[config.mk]
export PLATFORM = sky130hd
export DESIGN_NAME = http_chunked_body_decoder
export DESIGN_NICKNAME = d
export VERILOG_FILES = /design/src/rtl/core/hcbd_pkg.sv /design/src/rtl/core/http_chunked_body_decoder.sv
export SDC_FILE = /design/constraint.sdc
export NUM_CORES = 1
export LEC_CHECK = 0
export BUFFER_PORTS_ARGS = -buffer_cell sky130_fd_sc_hd__buf_2
export CORE_MARGIN = 3
export CORE_UTILIZATION = 40
export CTS_BUF_LIST = sky130_fd_sc_hd__clkbuf_2 sky130_fd_sc_hd__clkbuf_4 sky130_fd_sc_hd__clkbuf_8
export CTS_CLUSTER_SIZE = 14
export DETAILED_ROUTE_END_ITERATION = 12
export GPL_TIMING_DRIVEN = 0
export PLACE_DENSITY = 0.66
export SYNTH_ARGS = -nofsm -noshare
export SYNTH_HDL_FRONTEND = slang
export SYNTH_SLANG_ARGS = --single-unit
[constraint.sdc]
create_clock -name clock -period 3 [get_ports clock]
set_input_delay 0.75 -clock clock [delete_from_list [all_inputs] [get_ports clock]]
set_output_delay 0.75 -clock clock [all_outputs]
set_load 0.1 [all_outputs]
[src/rtl/core/hcbd_pkg.sv]
package hcbd_pkg;

   localparam int SIZE_BITS_DEF = 32;

   localparam logic [7:0] CH_CR   = 8'h0D;
   localparam logic [7:0] CH_LF   = 8'h0A;
   localparam logic [7:0] CH_SP   = 8'h20;
   localparam logic [7:0] CH_TAB  = 8'h09;
   localparam logic [7:0] CH_SEMI = 8'h3B;

   localparam logic [1:0] STAT_BUSY = 2'd0;
   localparam logic [1:0] STAT_DONE = 2'd1;
   localparam logic [1:0] STAT_BAD  = 2'd2;

   typedef enum logic [3:0] {
      PH_SIZE       = 4'd0,
      PH_EXT_WS     = 4'd1,
      PH_EXT        = 4'd2,
      PH_SIZE_LF    = 4'd3,
      PH_DATA       = 4'd4,
      PH_DATA_CR    = 4'd5,
      PH_DATA_LF    = 4'd6,
      PH_TRAILER    = 4'd7,
      PH_TRAILER_LF = 4'd8,
      PH_DONE       = 4'd9,
      PH_BAD        = 4'd10
   } phase_type;

   // bit 4 set when the character is a hex digit, low nibble its value
   function automatic logic [4:0] hex_decode(input logic [7:0] c);
      logic [4:0] r;
      r = 5'd0;
      if (c >= 8'h30 && c <= 8'h39) begin
         r = {1'b1, 4'(c - 8'h30)};
      end else if (c >= 8'h61 && c <= 8'h66) begin
         r = {1'b1, 4'(c - 8'h57)};
      end else if (c >= 8'h41 && c <= 8'h46) begin
         r = {1'b1, 4'(c - 8'h37)};
      end
      return r;
   endfunction

endpackage

[src/rtl/core/http_chunked_body_decoder.sv]
// http chunked body decoder
// req channel: one raw body byte per transfer in req_tdata; req_tuser set
// restarts the parser before that byte is handled
// rsp channel: exactly one transfer per req transfer, in order; rsp_tdata is
// the payload byte (zero when not payload), rsp_tlast marks the final byte
// of a chunk, rsp_tuser carries the payload flag and the status after the
// byte (0 in progress, 1 complete, 2 malformed and sticky)
// result: the result of an accepted byte is registered in the rsp registers
// throughput: one byte per cycle while rsp is not stalled; the size shift-add or
// the remaining-count decrement plus the phase update fit between the parser
// registers and the rsp register
// reset: parser returns to reading a size field, rsp_tvalid drops
// stall: while rsp_tready is low and a result is held, req_tready is low;
// the held result stays unchanged until taken
module http_chunked_body_decoder
   import hcbd_pkg::*;
#(
   parameter int SIZE_BITS = SIZE_BITS_DEF
) (
   input  logic       clock,
   input  logic       reset,
   input  logic       req_tvalid,
   output logic       req_tready,
   input  logic [7:0] req_tdata,   // body_byte
   input  logic       req_tuser,   // new_body
   output logic       rsp_tvalid,
   input  logic       rsp_tready,
   output logic [7:0] rsp_tdata,   // payload_byte
   output logic       rsp_tlast,   // chunk_last
   output logic [2:0] rsp_tuser    // payload_valid, status[1:0]
);

   phase_type            phase_ff, phase_in, phase_cur;
   logic [SIZE_BITS-1:0] accum_ff, accum_in, accum_cur;
   logic [SIZE_BITS-1:0] left_ff, left_in, left_cur;
   logic                 empty_ff, empty_in, empty_cur;
   logic                 rsp_valid_ff, rsp_valid_in;
   logic [7:0]           rsp_data_ff, rsp_data_in;
   logic                 rsp_last_ff, rsp_last_in;
   logic [2:0]           rsp_user_ff, rsp_user_in;
   logic                 accept;
   logic                 pay_valid, pay_last;
   logic [4:0]           hex;
   logic [1:0]           status;
   logic [7:0]           c;

   assign req_tready = !rsp_valid_ff || rsp_tready;
   assign accept     = req_tvalid && req_tready;
   assign c          = req_tdata;
   assign hex        = hex_decode(c);

   always_comb begin
      phase_cur = req_tuser ? PH_SIZE : phase_ff;
      accum_cur = req_tuser ? '0 : accum_ff;
      left_cur  = req_tuser ? '0 : left_ff;
      empty_cur = req_tuser ? 1'b1 : empty_ff;
      phase_in  = phase_cur;
      accum_in  = accum_cur;
      left_in   = left_cur;
      empty_in  = empty_cur;
      pay_valid = 1'b0;
      pay_last  = 1'b0;
      unique case (phase_cur)
         PH_SIZE: begin
            if (hex[4]) begin
               if (accum_cur[SIZE_BITS-1 -: 4] != 4'd0) begin
                  phase_in = PH_BAD;
               end else begin
                  accum_in = {accum_cur[SIZE_BITS-5:0], hex[3:0]};
                  empty_in = 1'b0;
               end
            end else if (c == CH_CR || c == CH_SP || c == CH_TAB || c == CH_SEMI) begin
               if (empty_cur) begin
                  phase_in = PH_BAD;
               end else if (c == CH_CR) begin
                  phase_in = PH_SIZE_LF;
               end else if (c == CH_SEMI) begin
                  phase_in = PH_EXT;
               end else begin
                  phase_in = PH_EXT_WS;
               end
            end else begin
               phase_in = PH_BAD;
            end
         end
         PH_EXT_WS: begin
            if (c == CH_SEMI) begin
               phase_in = PH_EXT;
            end else if (c != CH_SP && c != CH_TAB) begin
               phase_in = PH_BAD;
            end
         end
         PH_EXT: begin
            if (c == CH_CR) begin
               phase_in = PH_SIZE_LF;
            end else if (c == CH_LF) begin
               phase_in = PH_BAD;
            end
         end
         PH_SIZE_LF: begin
            if (c != CH_LF) begin
               phase_in = PH_BAD;
            end else if (accum_cur == '0) begin
               phase_in = PH_TRAILER;
               empty_in = 1'b1;
            end else begin
               phase_in = PH_DATA;
               left_in  = accum_cur;
            end
         end
         PH_DATA: begin
            pay_valid = 1'b1;
            if (left_cur != '0) begin
               left_in = left_cur - SIZE_BITS'(1);
            end
            if (left_cur <= SIZE_BITS'(1)) begin
               pay_last = 1'b1;
               phase_in = PH_DATA_CR;
            end
         end
         PH_DATA_CR: begin
            phase_in = (c == CH_CR) ? PH_DATA_LF : PH_BAD;
         end
         PH_DATA_LF: begin
            if (c == CH_LF) begin
               phase_in = PH_SIZE;
               empty_in = 1'b1;
               accum_in = '0;
            end else begin
               phase_in = PH_BAD;
            end
         end
         PH_TRAILER: begin
            if (c == CH_CR) begin
               phase_in = PH_TRAILER_LF;
            end else begin
               empty_in = 1'b0;
            end
         end
         PH_TRAILER_LF: begin
            if (c != CH_LF) begin
               phase_in = PH_BAD;
            end else if (empty_cur) begin
               phase_in = PH_DONE;
            end else begin
               phase_in = PH_TRAILER;
               empty_in = 1'b1;
            end
         end
         PH_DONE: begin
            phase_in = PH_DONE;
         end
         PH_BAD: begin
            phase_in = PH_BAD;
         end
         default: begin
            phase_in = PH_BAD;
         end
      endcase

      if (phase_in == PH_DONE) begin
         status = STAT_DONE;
      end else if (phase_in == PH_BAD) begin
         status = STAT_BAD;
      end else begin
         status = STAT_BUSY;
      end

      rsp_data_in  = pay_valid ? c : 8'd0;
      rsp_last_in  = pay_last;
      rsp_user_in  = {status, pay_valid};
      rsp_valid_in = accept ? 1'b1 : (rsp_tready ? 1'b0 : rsp_valid_ff);
   end

   always_ff @(posedge clock) begin
      if (reset) begin
         phase_ff     <= PH_SIZE;
         accum_ff     <= '0;
         left_ff      <= '0;
         empty_ff     <= 1'b1;
         rsp_valid_ff <= 1'b0;
      end else begin
         rsp_valid_ff <= rsp_valid_in;
         if (accept) begin
            phase_ff <= phase_in;
            accum_ff <= accum_in;
            left_ff  <= left_in;
            empty_ff <= empty_in;
         end
      end
   end

   always_ff @(posedge clock) begin
      if (accept) begin
         rsp_data_ff <= rsp_data_in;
         rsp_last_ff <= rsp_last_in;
         rsp_user_ff <= rsp_user_in;
      end
   end

   assign rsp_tvalid = rsp_valid_ff;
   assign rsp_tdata  = rsp_data_ff;
   assign rsp_tlast  = rsp_last_ff;
   assign rsp_tuser  = rsp_user_ff;

endmodule

* Word level (Yosys, flattened, before mapping) *
Index checks and enable logic that the tools add are counted.

word-level totals
  latch bits = 0
  RAM bits = 0
  bits in read-only memories = 0
  input bits = 13
  register bits = 82
  word-level logic and storage cells = 101
  memories kept = 0

operators by class
  order comparisons = 7
  bitwise logic cells = 0
  divide/modulo/power cells = 0
  add/subtract/negate cells = 4
  shift-type cells = 0
  reductions and logical operators = 15
  equal/unequal tests = 19
  mux-type cells = 47
  $mul = 0

operators by type and width
  cell                                                                                number
  32-bit 2-to-1 mux                                                                   8
  32-bit case mux with 2 select lines                                                 2
  4-bit 2-to-1 mux                                                                    16
  4-bit case mux with 10 select lines                                                 1
  32-bit by 1-bit less-or-equal comparator with 1-bit output (second input constant)  1
  32-bit zero test                                                                    1
  32-bit nonzero test                                                                 1
  32-bit by 1-bit subtractor with 32-bit output (second input constant)               1
  8-bit by 4-bit equality test with 1-bit output (second input constant)              3
  4-bit by 3-bit equality test with 1-bit output (second input constant)              4
  4-bit equality test (second input constant)                                         4
  8-bit by 6-bit equality test with 1-bit output (second input constant)              2
  8-bit by 7-bit >= comparator with 1-bit output (second input constant)              2
  8-bit by 7-bit less-or-equal comparator with 1-bit output (second input constant)   2
  8-bit by 4-bit != test with 1-bit output (second input constant)                    2
  5-bit 2-to-1 mux                                                                    3
  1-bit 2-to-1 mux                                                                    12
  4-bit by 2-bit equality test with 1-bit output (second input constant)              2
  8-bit by 6-bit >= comparator with 1-bit output (second input constant)              1
  8-bit by 6-bit less-or-equal comparator with 1-bit output (second input constant)   1
  2-bit 2-to-1 mux                                                                    4
  8-bit by 6-bit != test with 1-bit output (second input constant)                    1
  4-bit by 3-bit subtractor with 4-bit output (second input constant)                 2
  1-bit logical AND                                                                   5
  8 further kinds                                                                     11

* Longest topological paths before layout *
Gate-level depths: netlist of run 1.

  depth after elaboration = 9
  gate-level depth with buffers = 11
  gate-level depth less buffers = 8

* Worst setup path after synthesis of run 1 *
No wires, ideal clock.

  path kind = reg-to-reg
  from = register rsp_valid_ff, in the netlist rsp_tvalid
  to = register accum_ff[15]
  arrival time = 3,659 ps
  data required time = 2,935 ps
  buffers on the path = 2
  setup slack = -724 ps
  stages on the path, launching flop included = 10
  path through = dfxtp_1 nand2b_1 nand2_1 clkinv_1 o21a_1 o31ai_1 clkbuf_1 clkbuf_1 a22oi_1 nor2_1

on the way
  longest elaborated chain between the ends = 3

ends and longest elaborated chain
  what                      line                              source
  start: declaration        http_chunked_body_decoder.sv:37   logic rsp_valid_ff, rsp_valid_in;
  start signal: assignment  http_chunked_body_decoder.sv:183  rsp_valid_ff <= rsp_valid_in;
  1-bit zero test           http_chunked_body_decoder.sv:47   assign req_tready = !rsp_valid_ff || rsp_tready;
  1-bit logical OR          http_chunked_body_decoder.sv:47
  via req_tready            http_chunked_body_decoder.sv:23   output logic req_tready,
  1-bit logical AND         http_chunked_body_decoder.sv:48   assign accept = req_tvalid && req_tready;
  end signal: assignment    http_chunked_body_decoder.sv:186  accum_ff <= accum_in;
  end: declaration          http_chunked_body_decoder.sv:34   logic [SIZE_BITS-1:0] accum_ff, accum_in, accum_cur;

The timed path passes the listed nets, and every way through them passes these cells.
A chain may end at the register's enable or synchronous reset.

* Worst setup path in the final report of run 1 *
  from = input port req_tuser
  to = register left_ff[31]

on the way
  longest elaborated chain between the ends = 5
  elaborated cells on any way between the ends = 12
  those cells by class = 1 x add/sub; 2 x eq/ne; 7 x mux; 2 x reduce/logical

ends and longest elaborated chain
  what                                                                                                   line                              source
  start: declaration                                                                                     http_chunked_body_decoder.sv:25   input logic req_tuser,
  parallel branches: the longest is 4 deep, another holds 32-bit by 1-bit subtractor with 32-bit output  n/a
  32-bit case mux with 2 select lines *                                                                  http_chunked_body_decoder.sv:63   unique case (phase_cur)
  end signal: assignment                                                                                 http_chunked_body_decoder.sv:187  left_ff <= left_in;
  end: declaration                                                                                       http_chunked_body_decoder.sv:35   logic [SIZE_BITS-1:0] left_ff, left_in, left_cur;

Mark *: on every way between the ends.

==> results_dict.tcl, run 1 <==
set metrics [dict create \
    maxSlewHeadroom_pct 31.2 \
    whs_ns 0.507 \
    critical_path_class "input port to flip-flop" \
    use_met3_pct 8.03 \
    clkLatencyLatePin_ns 0.38 \
    synth.largest_area_cell "dfxtp_1" \
    crit_top_cell "clkbuf_1" \
    synth-main-ff-cell "dfxtp_1" \
    htree_num_levels 3 \
    grt.busiest_layer "met2" \
    final_core_util_pct 47.2 \
    synth.area.top_cells "dfxtp_1 26%, edfxtp_1 6.7%, nor2_1 5.4%" \
    io_pins 27 \
    cp_max_fo 10 \
    drc 0 \
    clock_sinks 82 \
    clk_path_buf_depth 2 \
    syn_to_final_growth_pct 13.2 \
    powerDensity_nw_per_um2 460 \
    dp_cells 867 \
    vdd_drop_max_v 0.000347 \
    crit_required_ns 3.22 \
    syn-num-nets 693 \
    antenna_found_initial 0 \
    ys_types 79 \
    gr-usage-met2_pct 44.0 \
    die_y_um 122 \
    cp-end-kind "flip-flop" \
    use_met1_pct 43.4 \
    post_drt_wl_per_cell_um 25.5 \
    grt_pass1_vias 5576 \
    grt_use_total_pct 30.6 \
    syn_area_sq_um 5370 \
    leakagePower_nw 2.15 \
    hold_path.class "flip-flop to flip-flop" \
    root_buffer "clkbuf_8" \
    cts_buffers 9 \
    period_minus_slack_ns 3.00 \
    synthArstFlopShare_pct 0 \
    status "finished clean" \
    crit_path_start_kind "input port" \
    grt_start_max_net_pins 22 \
    synth.top_cell.area_share_pct 26.1 \
    cp_slowest_cell "clkbuf_1" \
    fin_crit_sh_pct 99.9 \
    drv_slew 0 \
    max_stage_delay_ns 0.60 \
    rsz0062_at_grt "false" \
    antenna_cells 0 \
    synth-edff-count 12 \
    vias_per_cell 6.92 \
    drt_iter0_markers 962 \
    syn_area_per_cell_sq_um 7.99 \
    cp.arrival_ns 3.22 \
    fin_nets 729 \
    worstPathCellList "clkbuf_2 -> buf_2 -> clkbuf_1 -> clkbuf_1 -> nand2_1 -> a21oi_1 -> a311oi_1" \
    timing.setup.tns_ns 0 \
    ys_ff_latch 82 \
    ant_nets 0 \
    hpwlAfterDp_mm 15.9 \
    setup_violations 0 \
    max_freq_mhz 334 \
    core_area_sq_um 12900 \
    final_cells 885 \
    netlist_instances 672 \
    multi_input_area_sq_um 3450 \
    rows 41 \
    grt_first_pass_wirelength_mm 34.0 \
    drv_cap 0 \
    gp_congestion 1.02 \
    worst_pin_slew_ns 1.02 \
    start_util_pct 41.7 \
    die_area_sq_um 14800 \
    die_w_um 122 \
    final-hold-violation-count 0 \
    final_layout_size_suffix_gt1_share_pct 14.3 \
    regArea_sq_um 1760 \
    fill_cells 1272 \
    synth_warnings 0 \
    drt-total-wl_mm 22.6 \
    routed-via-count 6122 \
    fin_skew_ns 0.0123 \
    firstDrtPassIters 5 \
    portBuffers 23 \
    grt_overflow 0 \
    synth-seq-area-share_pct 32.8 \
    clkSlewWorstSetupHoldPaths_ns 0.09 \
    cts_tree "yes" \
]
-- state kept, by name, indices dropped and copies added (netlist names) --
signal,count
accum_ff,32
left_ff,32
rsp_tdata,8
phase_ff,4
rsp_tuser,3
empty_ff,1
rsp_tlast,1
rsp_tvalid,1
-- worst max-delay path, delay by kind of cell --
kind | cells | cell delay, ns
AO/OA/AOI/OAI | 2 | 0.30
buffers and inverters | 4 | 1.80
AND/OR/NAND/NOR | 1 | 0.36
-- cell families (layout without fill, tap and decap cells) --
| logic type | count (synthesis) | after routing | synth area share [%] |
|---|---|---|---|
| compound gates | 247 | 247 | 32.8 |
| xor+xnor | 6 | 6 | 0.979 |
| fa+ha+maj | 8 | 8 | 1.86 |
| buf+inv | 67 | 108 | 5.06 |
| flops | 82 | 82 | 32.8 |
| mux | 6 | 6 | 1.17 |
| simple gates | 256 | 256 | 25.3 |
-- synth_stat cells (all sizes together) (5+ instances only) --
| cell | instances |
|---|---|
| a31oi | 12 |
| ha | 8 |
| a211oi | 17 |
| and3 | 7 |
| o22ai | 9 |
| o2111ai | 5 |
| or3 | 8 |
| a22o | 5 |
| buf | 13 |
| nand3 | 15 |
| a41oi | 5 |
| nor4 | 29 |
| inv | 16 |
| a2111oi | 6 |
| and2 | 6 |
| nand4 | 5 |
| o211ai | 7 |
| a21o | 6 |
| or4 | 6 |
| nor3 | 24 |
| nand2 | 40 |
| o31ai | 5 |
| edfxtp | 12 |
| nor2b | 10 |
| nor2 | 77 |
| a21oi | 42 |
| a22oi | 38 |
| clkbuf | 35 |
| o21ai | 40 |
| dfxtp | 70 |
| nand3b | 5 |
-- worst paths after layout --
check / depth (start not counted) / to / startpoint / slack (ns)
setup / recovery: 7 / left_ff[31] / req_tuser / 0.003
hold / removal: 2 / rsp_tvalid / rsp_tvalid / 0.51
setup reg to reg: 5 / left_ff[31] / left_ff[2] / 0.07
hold reg to reg: 2 / rsp_tvalid / rsp_tvalid / 0.51
-- per-stage QoR --
stage	cell area [sq um]	setup WS, ns	power [mW]
floorplan	5370	0.00359	1.62
global placement	5700	-1.42	1.80
detailed placement	5700	-1.42	1.81
CTS	5980	0.00571	2.75
global route	6080	0.00924	2.88
finish	6080	0.00309	2.79
-- layer usage --
layer	up-vias	wire, um	part of all wire, %
met2	440	9490	42
met4	0	834	3.7
li1	2688	-	-
met5	-	0	0
met1	2906	9530	42
met3	88	2700	12
-- where the power goes --
part,internal [mW],total [mW],switching (mW)
clock network,0.487,0.943,0.456
registers,1.14,1.17,0.0254
logic,0.190,0.683,0.492
total,1.82,2.79,0.973
-- cells in the final DEF, fill, tap and decap left out, types with 6 or more instances in the layout --
| cell | instances |
|---|---|
| nor2_1 | 76 |
| dfxtp_1 | 69 |
| nand2_1 | 39 |
| a21oi_1 | 38 |
| a22oi_1 | 38 |
| o21ai_0 | 35 |
| buf_2 | 33 |
| clkbuf_1 | 24 |
| nor4_1 | 24 |
| nor3_1 | 24 |
| inv_1 | 16 |
| a211oi_1 | 16 |
| nand3_1 | 15 |
| a31oi_1 | 12 |
| edfxtp_1 | 12 |
| nor2b_1 | 10 |
| clkbuf_8 | 9 |
| clkbuf_2 | 8 |
| or3_1 | 8 |
| o22ai_1 | 8 |
| o211ai_1 | 7 |
| ha_1 | 7 |
| a21o_1 | 6 |
| buf_4 | 6 |
| and3_1 | 6 |
-- final cells by class --
type / instances / area share, %
multi-input cells: 523 / 56.8
flip-flops and latches: 82 / 29.0
well taps: 172 / 3.54
plain buffers: 46 / 3.46
repair buffers: 27 / 2.39
clock buffers: 11 / 2.28
clock inverters: 5 / 1.30
inverters: 19 / 1.19
-- repair_timing --
| action | in CTS | in global routing |
|---|---|---|
| gates resized for setup | 22 | 27 |
| hold buffers | 0 | 0 |
| pin swaps | 0 | 3 |
| setup endpoints to repair | 54 | 57 |
| cloned | 0 | 0 |
| setup buffers | 0 | 4 |
Power figures use the tool's default switching activity.
==> run 2, diff against run 1 <==
- CORE_UTILIZATION: 40 -> 55
- PLACE_DENSITY: 0.66 -> 0.84
==> run 2 against run 1 <==
Critical path depth down 1. Wire length down 1.2%. Die area shrank 26%. Hold slack about the same. Flip-flop and latch count is the same. Non-clock buffer count rose by 2. Cell count fell by 4.6%. Largest cell class unchanged. Highest routed layer unchanged. Count of clock-buffer cells in the layout decreased by 1. Worst setup slack got worse by 0.0021 ns.
==> results_dict.tcl, run 2 (synthesis results as in run 1) <==
set metrics [dict create \
    fin_nets 731 \
    clkLatencyLatePin_ns 0.36 \
    drv_slew 0 \
    ff2ff_path_depth 6 \
    antenna_cells 0 \
    r2r_end "left_ff[5]" \
    postCtsHoldBufs 0 \
    intPower_mw 1.98 \
    whs_ns 0.506 \
    drv_cap 0 \
    powerDensity_nw_per_um2 484 \
    r2r_slack_ns 0.001 \
    final-hold-violation-count 0 \
    period_minus_slack_ns 3.00 \
    hold_end "rsp_tvalid" \
    setup_violations 0 \
    cp_max_fo 10 \
    firstDrtPassIters 5 \
    final_core_util_pct 65.0 \
    antenna_found_initial 0 \
    grt_use_total_pct 39.0 \
    dpl_worst_slack_ns -1.53 \
    cp-end-kind "flip-flop" \
    critical_path_class "flip-flop to flip-flop" \
    die_w_um 105 \
    gp_congestion 1.04 \
    drt_iter0_markers 882 \
    seqPwrFrac_pct 39.6 \
    grt_start_max_net_pins 22 \
    reg2reg_from "accum_ff[28]" \
    hold_path_depth 2 \
    vias_per_cell 7.40 \
    timing.setup.tns_ns 0 \
    crit_family "compound AO/OA/AOI/OAI gates" \
    routed-via-count 6247 \
    fill_cells 804 \
    comb_power_share_pct 23.2 \
    leakagePower_nw 2.18 \
    final_cell_mix "77 x nor2_1, 69 x dfxtp_1, 39 x nand2_1, 39 x a21oi_1, 38 x a22oi_1" \
    maxSlewHeadroom_pct 39.4 \
    ant_nets 0 \
    worstPathCellList "nor4_1 -> nand4_1 -> o21ai_2 -> o21ai_0 -> a211oi_1 -> nor3_1" \
    syn_to_final_growth_pct 13.5 \
    max_freq_mhz 333 \
    clk_path_buf_depth 2 \
    start_util_pct 57.3 \
    cts_buffers 9 \
    status "finished clean" \
    htree_num_levels 3 \
    cts_tree "yes" \
    power_switching_mw 0.970 \
    sw_frac_of_total_pct 32.8 \
    max_stage_delay_ns 0.74 \
    hp-start "rsp_tvalid" \
    path_buf_inv 0 \
    drt-total-wl_mm 22.3 \
    grt_overflow 0 \
    root_buffer "clkbuf_8" \
    cp.arrival_ns 3.24 \
    drc 0 \
    clkSlewWorstSetupHoldPaths_ns 0.09 \
    grt_first_pass_wirelength_mm 33.1 \
    die_y_um 105 \
    fin_skew_ns 0.0140 \
    cp.depth 6 \
    hpwlAfterDp_mm 15.7 \
    core_area_sq_um 9370 \
    final_common_cell "nor2_1" \
    final_layout_size_suffix_gt1_share_pct 14.3 \
    hold_path.class "flip-flop to flip-flop" \
    grt_pass1_vias 5740 \
    die_area_sq_um 11000 \
    fin_crit_sh_pct 100 \
    post_drt_wl_per_cell_um 26.4 \
    crit_required_ns 3.24 \
    clock_sinks 82 \
    clkPwrFrac_pct 37.2 \
    io_pins 27 \
    rows 35 \
    fin_ws_ns 0.000994 \
    crit_path_start_kind "flip-flop" \
    portBuffers 23 \
    worst_pin_slew_ns 0.902 \
    vdd_drop_max_v 0.000377 \
    cp_slowest_cell "nor4_1" \
]
[run 2: cell count changes in the layout (fill, tap and decap cells not counted), sizes merged]
cell	change
buf	-2
clkinv	-3
clkbuf	+3
bufinv	+2
inv	+2
[run 2: what timing repair did]
| item | 4_1_cts | 5_1_grt |
|---|---|---|
| pin swaps | 1 | 4 |
| setup endpoints to repair | 73 | 42 |
| buffers inserted | 1 | 5 |
| hold endpoints to repair | 0 | 0 |
| resized for setup | 29 | 23 |
[run 2: how the worst max path moves through the flow]
| stage | slack, ns | start | end |
|---|---|---|---|
| after floorplan | 0.004 | req_tuser | left_ff[24] |
| after global placement | -1.47 | req_tuser | left_ff[24] |
| after detailed placement | -1.53 | req_tuser | left_ff[28] |
| after CTS | 0.03 | req_tuser | left_ff[21] |
| after global routing | -0.02 | req_tdata[0] | accum_ff[15] |
| final | 0.001 | accum_ff[28] | left_ff[5] |
[run 2: worst min-delay path, delay by kind of cell (launching register included)]
family,cells,cell delay [ns]
AO/OA/AOI/OAI,1,0.06
flip-flops,1,0.33
AND/OR/NAND/NOR,1,0.08
[run 2: cell type report]
| class | instances | area (sq um) | area share, % |
|---|---|---|---|
| multi-input cells | 523 | 3450 | 56.6 |
| flip-flops and latches | 82 | 1760 | 28.9 |
| plain buffers | 46 | 219 | 3.59 |
| well taps | 129 | 161 | 2.65 |
| repair buffers | 29 | 160 | 2.63 |
| clock inverters | 6 | 138 | 2.26 |
| clock buffers | 10 | 131 | 2.16 |
| inverters | 19 | 73.8 | 1.21 |
[run 2: routing by layer]
layer,GRT usage (%),vias to the layer above,routed length [um]
li1,-,2689,-
met1,53.1,2925,8640
met2,55.8,534,9290
met3,13.5,99,3390
met4,17.3,0,964
met5,0,-,0
[run 2: per-stage QoR]
step | power [mW] | std cells | cell area [sq um]
floorplan | 1.62 | 672 | 5370
CTS | 2.90 | 840 | 6010
detailed placement | 1.81 | 824 | 5650
global route | 3.02 | 844 | 6090
global placement | 1.80 | 824 | 5650
finish | 2.95 | 844 | 6090
[run 2: power by group through the flow]
stage / Sequential [mW] / Clock, mW / Combinational (mW)
2_1_floorplan: 1.26 / 0 / 0.359
3_3_place_gp: 1.19 / 0 / 0.608
3_5_place_dp: 1.19 / 0 / 0.614
4_1_cts: 1.17 / 1.09 / 0.644
5_1_grt: 1.17 / 1.13 / 0.715
6_report: 1.17 / 1.10 / 0.685
==> run 3, diff against run 2 <==
- RECOVER_POWER: default -> 25
==> run 3 against run 2 <==
The run now ends with DRC, setup timing left. Cell count unchanged. Total power about the same. Non-clock buffer count unchanged. Via count decreased by 0.18%. Sequential share of layout area increased by 0.083 points. Wire length decreased by 0.52%. Design area decreased by 0.29%. Sequential power about the same. Global-route usage unchanged. Largest cell class unchanged. Largest power group unchanged.
==> results_dict.tcl, run 3 (synthesis results as in run 1) <==
set metrics [dict create \
    status "finished, violations left" \
    violations "DRC, setup timing" \
    crit_required_ns 3.24 \
    antenna_found_initial 0 \
    stdcell_area_sq_um 6080 \
    clkLatencyLatePin_ns 0.36 \
    gp_congestion 1.04 \
    clock_sinks 82 \
    final_core_util_pct 64.8 \
    rows 35 \
    fin_ws_ns -0.0344 \
    grt_overflow 0 \
    portBuffers 23 \
    vias_per_cell 7.39 \
    grt_pass1_vias 5740 \
    grt_use_total_pct 39.0 \
    critical_path_class "flip-flop to flip-flop" \
    setup_violations 2 \
    drt_iter0_markers 865 \
    cp_slowest_cell "o21ai_2" \
    fin_skew_ns 0.0163 \
    final-hold-violation-count 0 \
    crit_path_start_kind "flip-flop" \
    hold_path.class "flip-flop to flip-flop" \
    max_stage_delay_ns 0.76 \
    routed-via-count 6236 \
    root_buffer "clkbuf_8" \
    fin_nets 731 \
    htree_num_levels 3 \
    path_buf_inv 0 \
    final_common_cell "nor2_1" \
    io_pins 27 \
    final_cell_mix "77 x nor2_1, 69 x dfxtp_1, 39 x nand2_1, 39 x a21oi_1" \
    die_y_um 105 \
    ant_nets 0 \
    clk_path_buf_depth 2 \
    grt_first_pass_wirelength_mm 33.1 \
    grt_start_max_net_pins 22 \
    worstPathCellList "nor4_1 -> nand4_1 -> o21ai_2 -> o21ai_0 -> a211oi_1 -> nor3_1" \
    firstDrtPassIters 10 \
    powerDensity_nw_per_um2 486 \
    dpl_worst_slack_ns -1.53 \
    leakagePower_nw 2.14 \
    core_area_sq_um 9370 \
    die_area_sq_um 11000 \
    dpl-instance-area_sq_um 5650 \
    cp.arrival_ns 3.27 \
    drc 1 \
    hpwlAfterDp_mm 15.7 \
    cp-end-kind "flip-flop" \
    cp_max_fo 10 \
    fin_crit_sh_pct 101 \
    timing.setup.tns_ns -0.0466 \
    cts_tree "yes" \
    final_layout_size_suffix_gt1_share_pct 12.3 \
    drv_slew 0 \
    cts_buffers 9 \
    post_drt_wl_per_cell_um 26.3 \
    die_w_um 105 \
    vdd_drop_max_v 0.000375 \
    drt-total-wl_mm 22.2 \
    start_util_pct 57.3 \
    crit_family "compound AO/OA/AOI/OAI gates" \
    drv_cap 0 \
    antenna_cells 0 \
    max_freq_mhz 330 \
    fill_cells 810 \
    clkSlewWorstSetupHoldPaths_ns 0.09 \
    worst_pin_slew_ns 1.19 \
    maxSlewHeadroom_pct 21.1 \
    syn_to_final_growth_pct 13.2 \
    postCtsHoldBufs 0 \
    period_minus_slack_ns 3.03 \
]
run 3: changes by cell type in the layout (fill, tap and decap cells not counted):
cell,before,now
buf_1,1,0
buf_2,29,15
clkbuf_1,23,38
run 3: path summary, 6_finish.rpt:
kind | endpoint | cells after the start | from | slack (ns)
min reg2reg | rsp_tvalid | 2 | rsp_tvalid | 0.51
max reg2reg | left_ff[5] | 6 | accum_ff[30] | -0.03
min | rsp_tvalid | 2 | rsp_tvalid | 0.51
max | left_ff[5] | 6 | accum_ff[30] | -0.03
run 3: timing repair:
| item | in CTS | in global routing |
|---|---|---|
| buffers inserted | 1 | 5 |
| resized for setup | 29 | 23 |
| pin swaps | 1 | 4 |
| setup endpoints to repair | 73 | 42 |
run 3: worst min-delay path: cells and delay by family (launching register included):
| family | cells | cell delay [ns] |
|---|---|---|
| AND/OR/NAND/NOR | 1 | 0.08 |
| flip-flops | 1 | 0.33 |
| AO/OA/AOI/OAI | 1 | 0.06 |
run 3: power by group:
part / switching, mW / internal [mW] / total (mW)
Sequential: 0.0269 / 1.14 / 1.17
Combinational: 0.497 / 0.185 / 0.682
Clock: 0.449 / 0.652 / 1.10
Total: 0.973 / 1.98 / 2.95
run 3: through the flow:
step | power, mW | instances | hold slack [ns]
finish | 2.95 | 844 | 0.511
global route | 3.01 | 844 | 0.551
CTS | 2.90 | 840 | 0.511
detailed placement | 1.81 | 824 | 0.487
global placement | 1.80 | 824 | 0.476
floorplan | 1.62 | 672 | 0.474
run 3: final cells by class:
class                           instances  area [sq um]  area share (%)
Multi-Input combinational cell        523          3450            56.7
Sequential cell                        82          1760            29.0
Buffer                                 46           219            3.60
Tap cell                              129           161            2.66
Timing Repair Buffer                   29           143            2.35
Clock inverter                          6           138            2.27
Clock buffer                           10           131            2.16
Inverter                               19          73.8            1.21
run 3: layer usage:
layer | global-route usage [%] | part of all wire [%] | vias up
met5 | 0 | 0 | -
met3 | 13.5 | 16 | 100
met2 | 55.8 | 41 | 562
met1 | 53.1 | 38 | 2892
met4 | 17.3 | 4.1 | 0
li1 | - | - | 2682
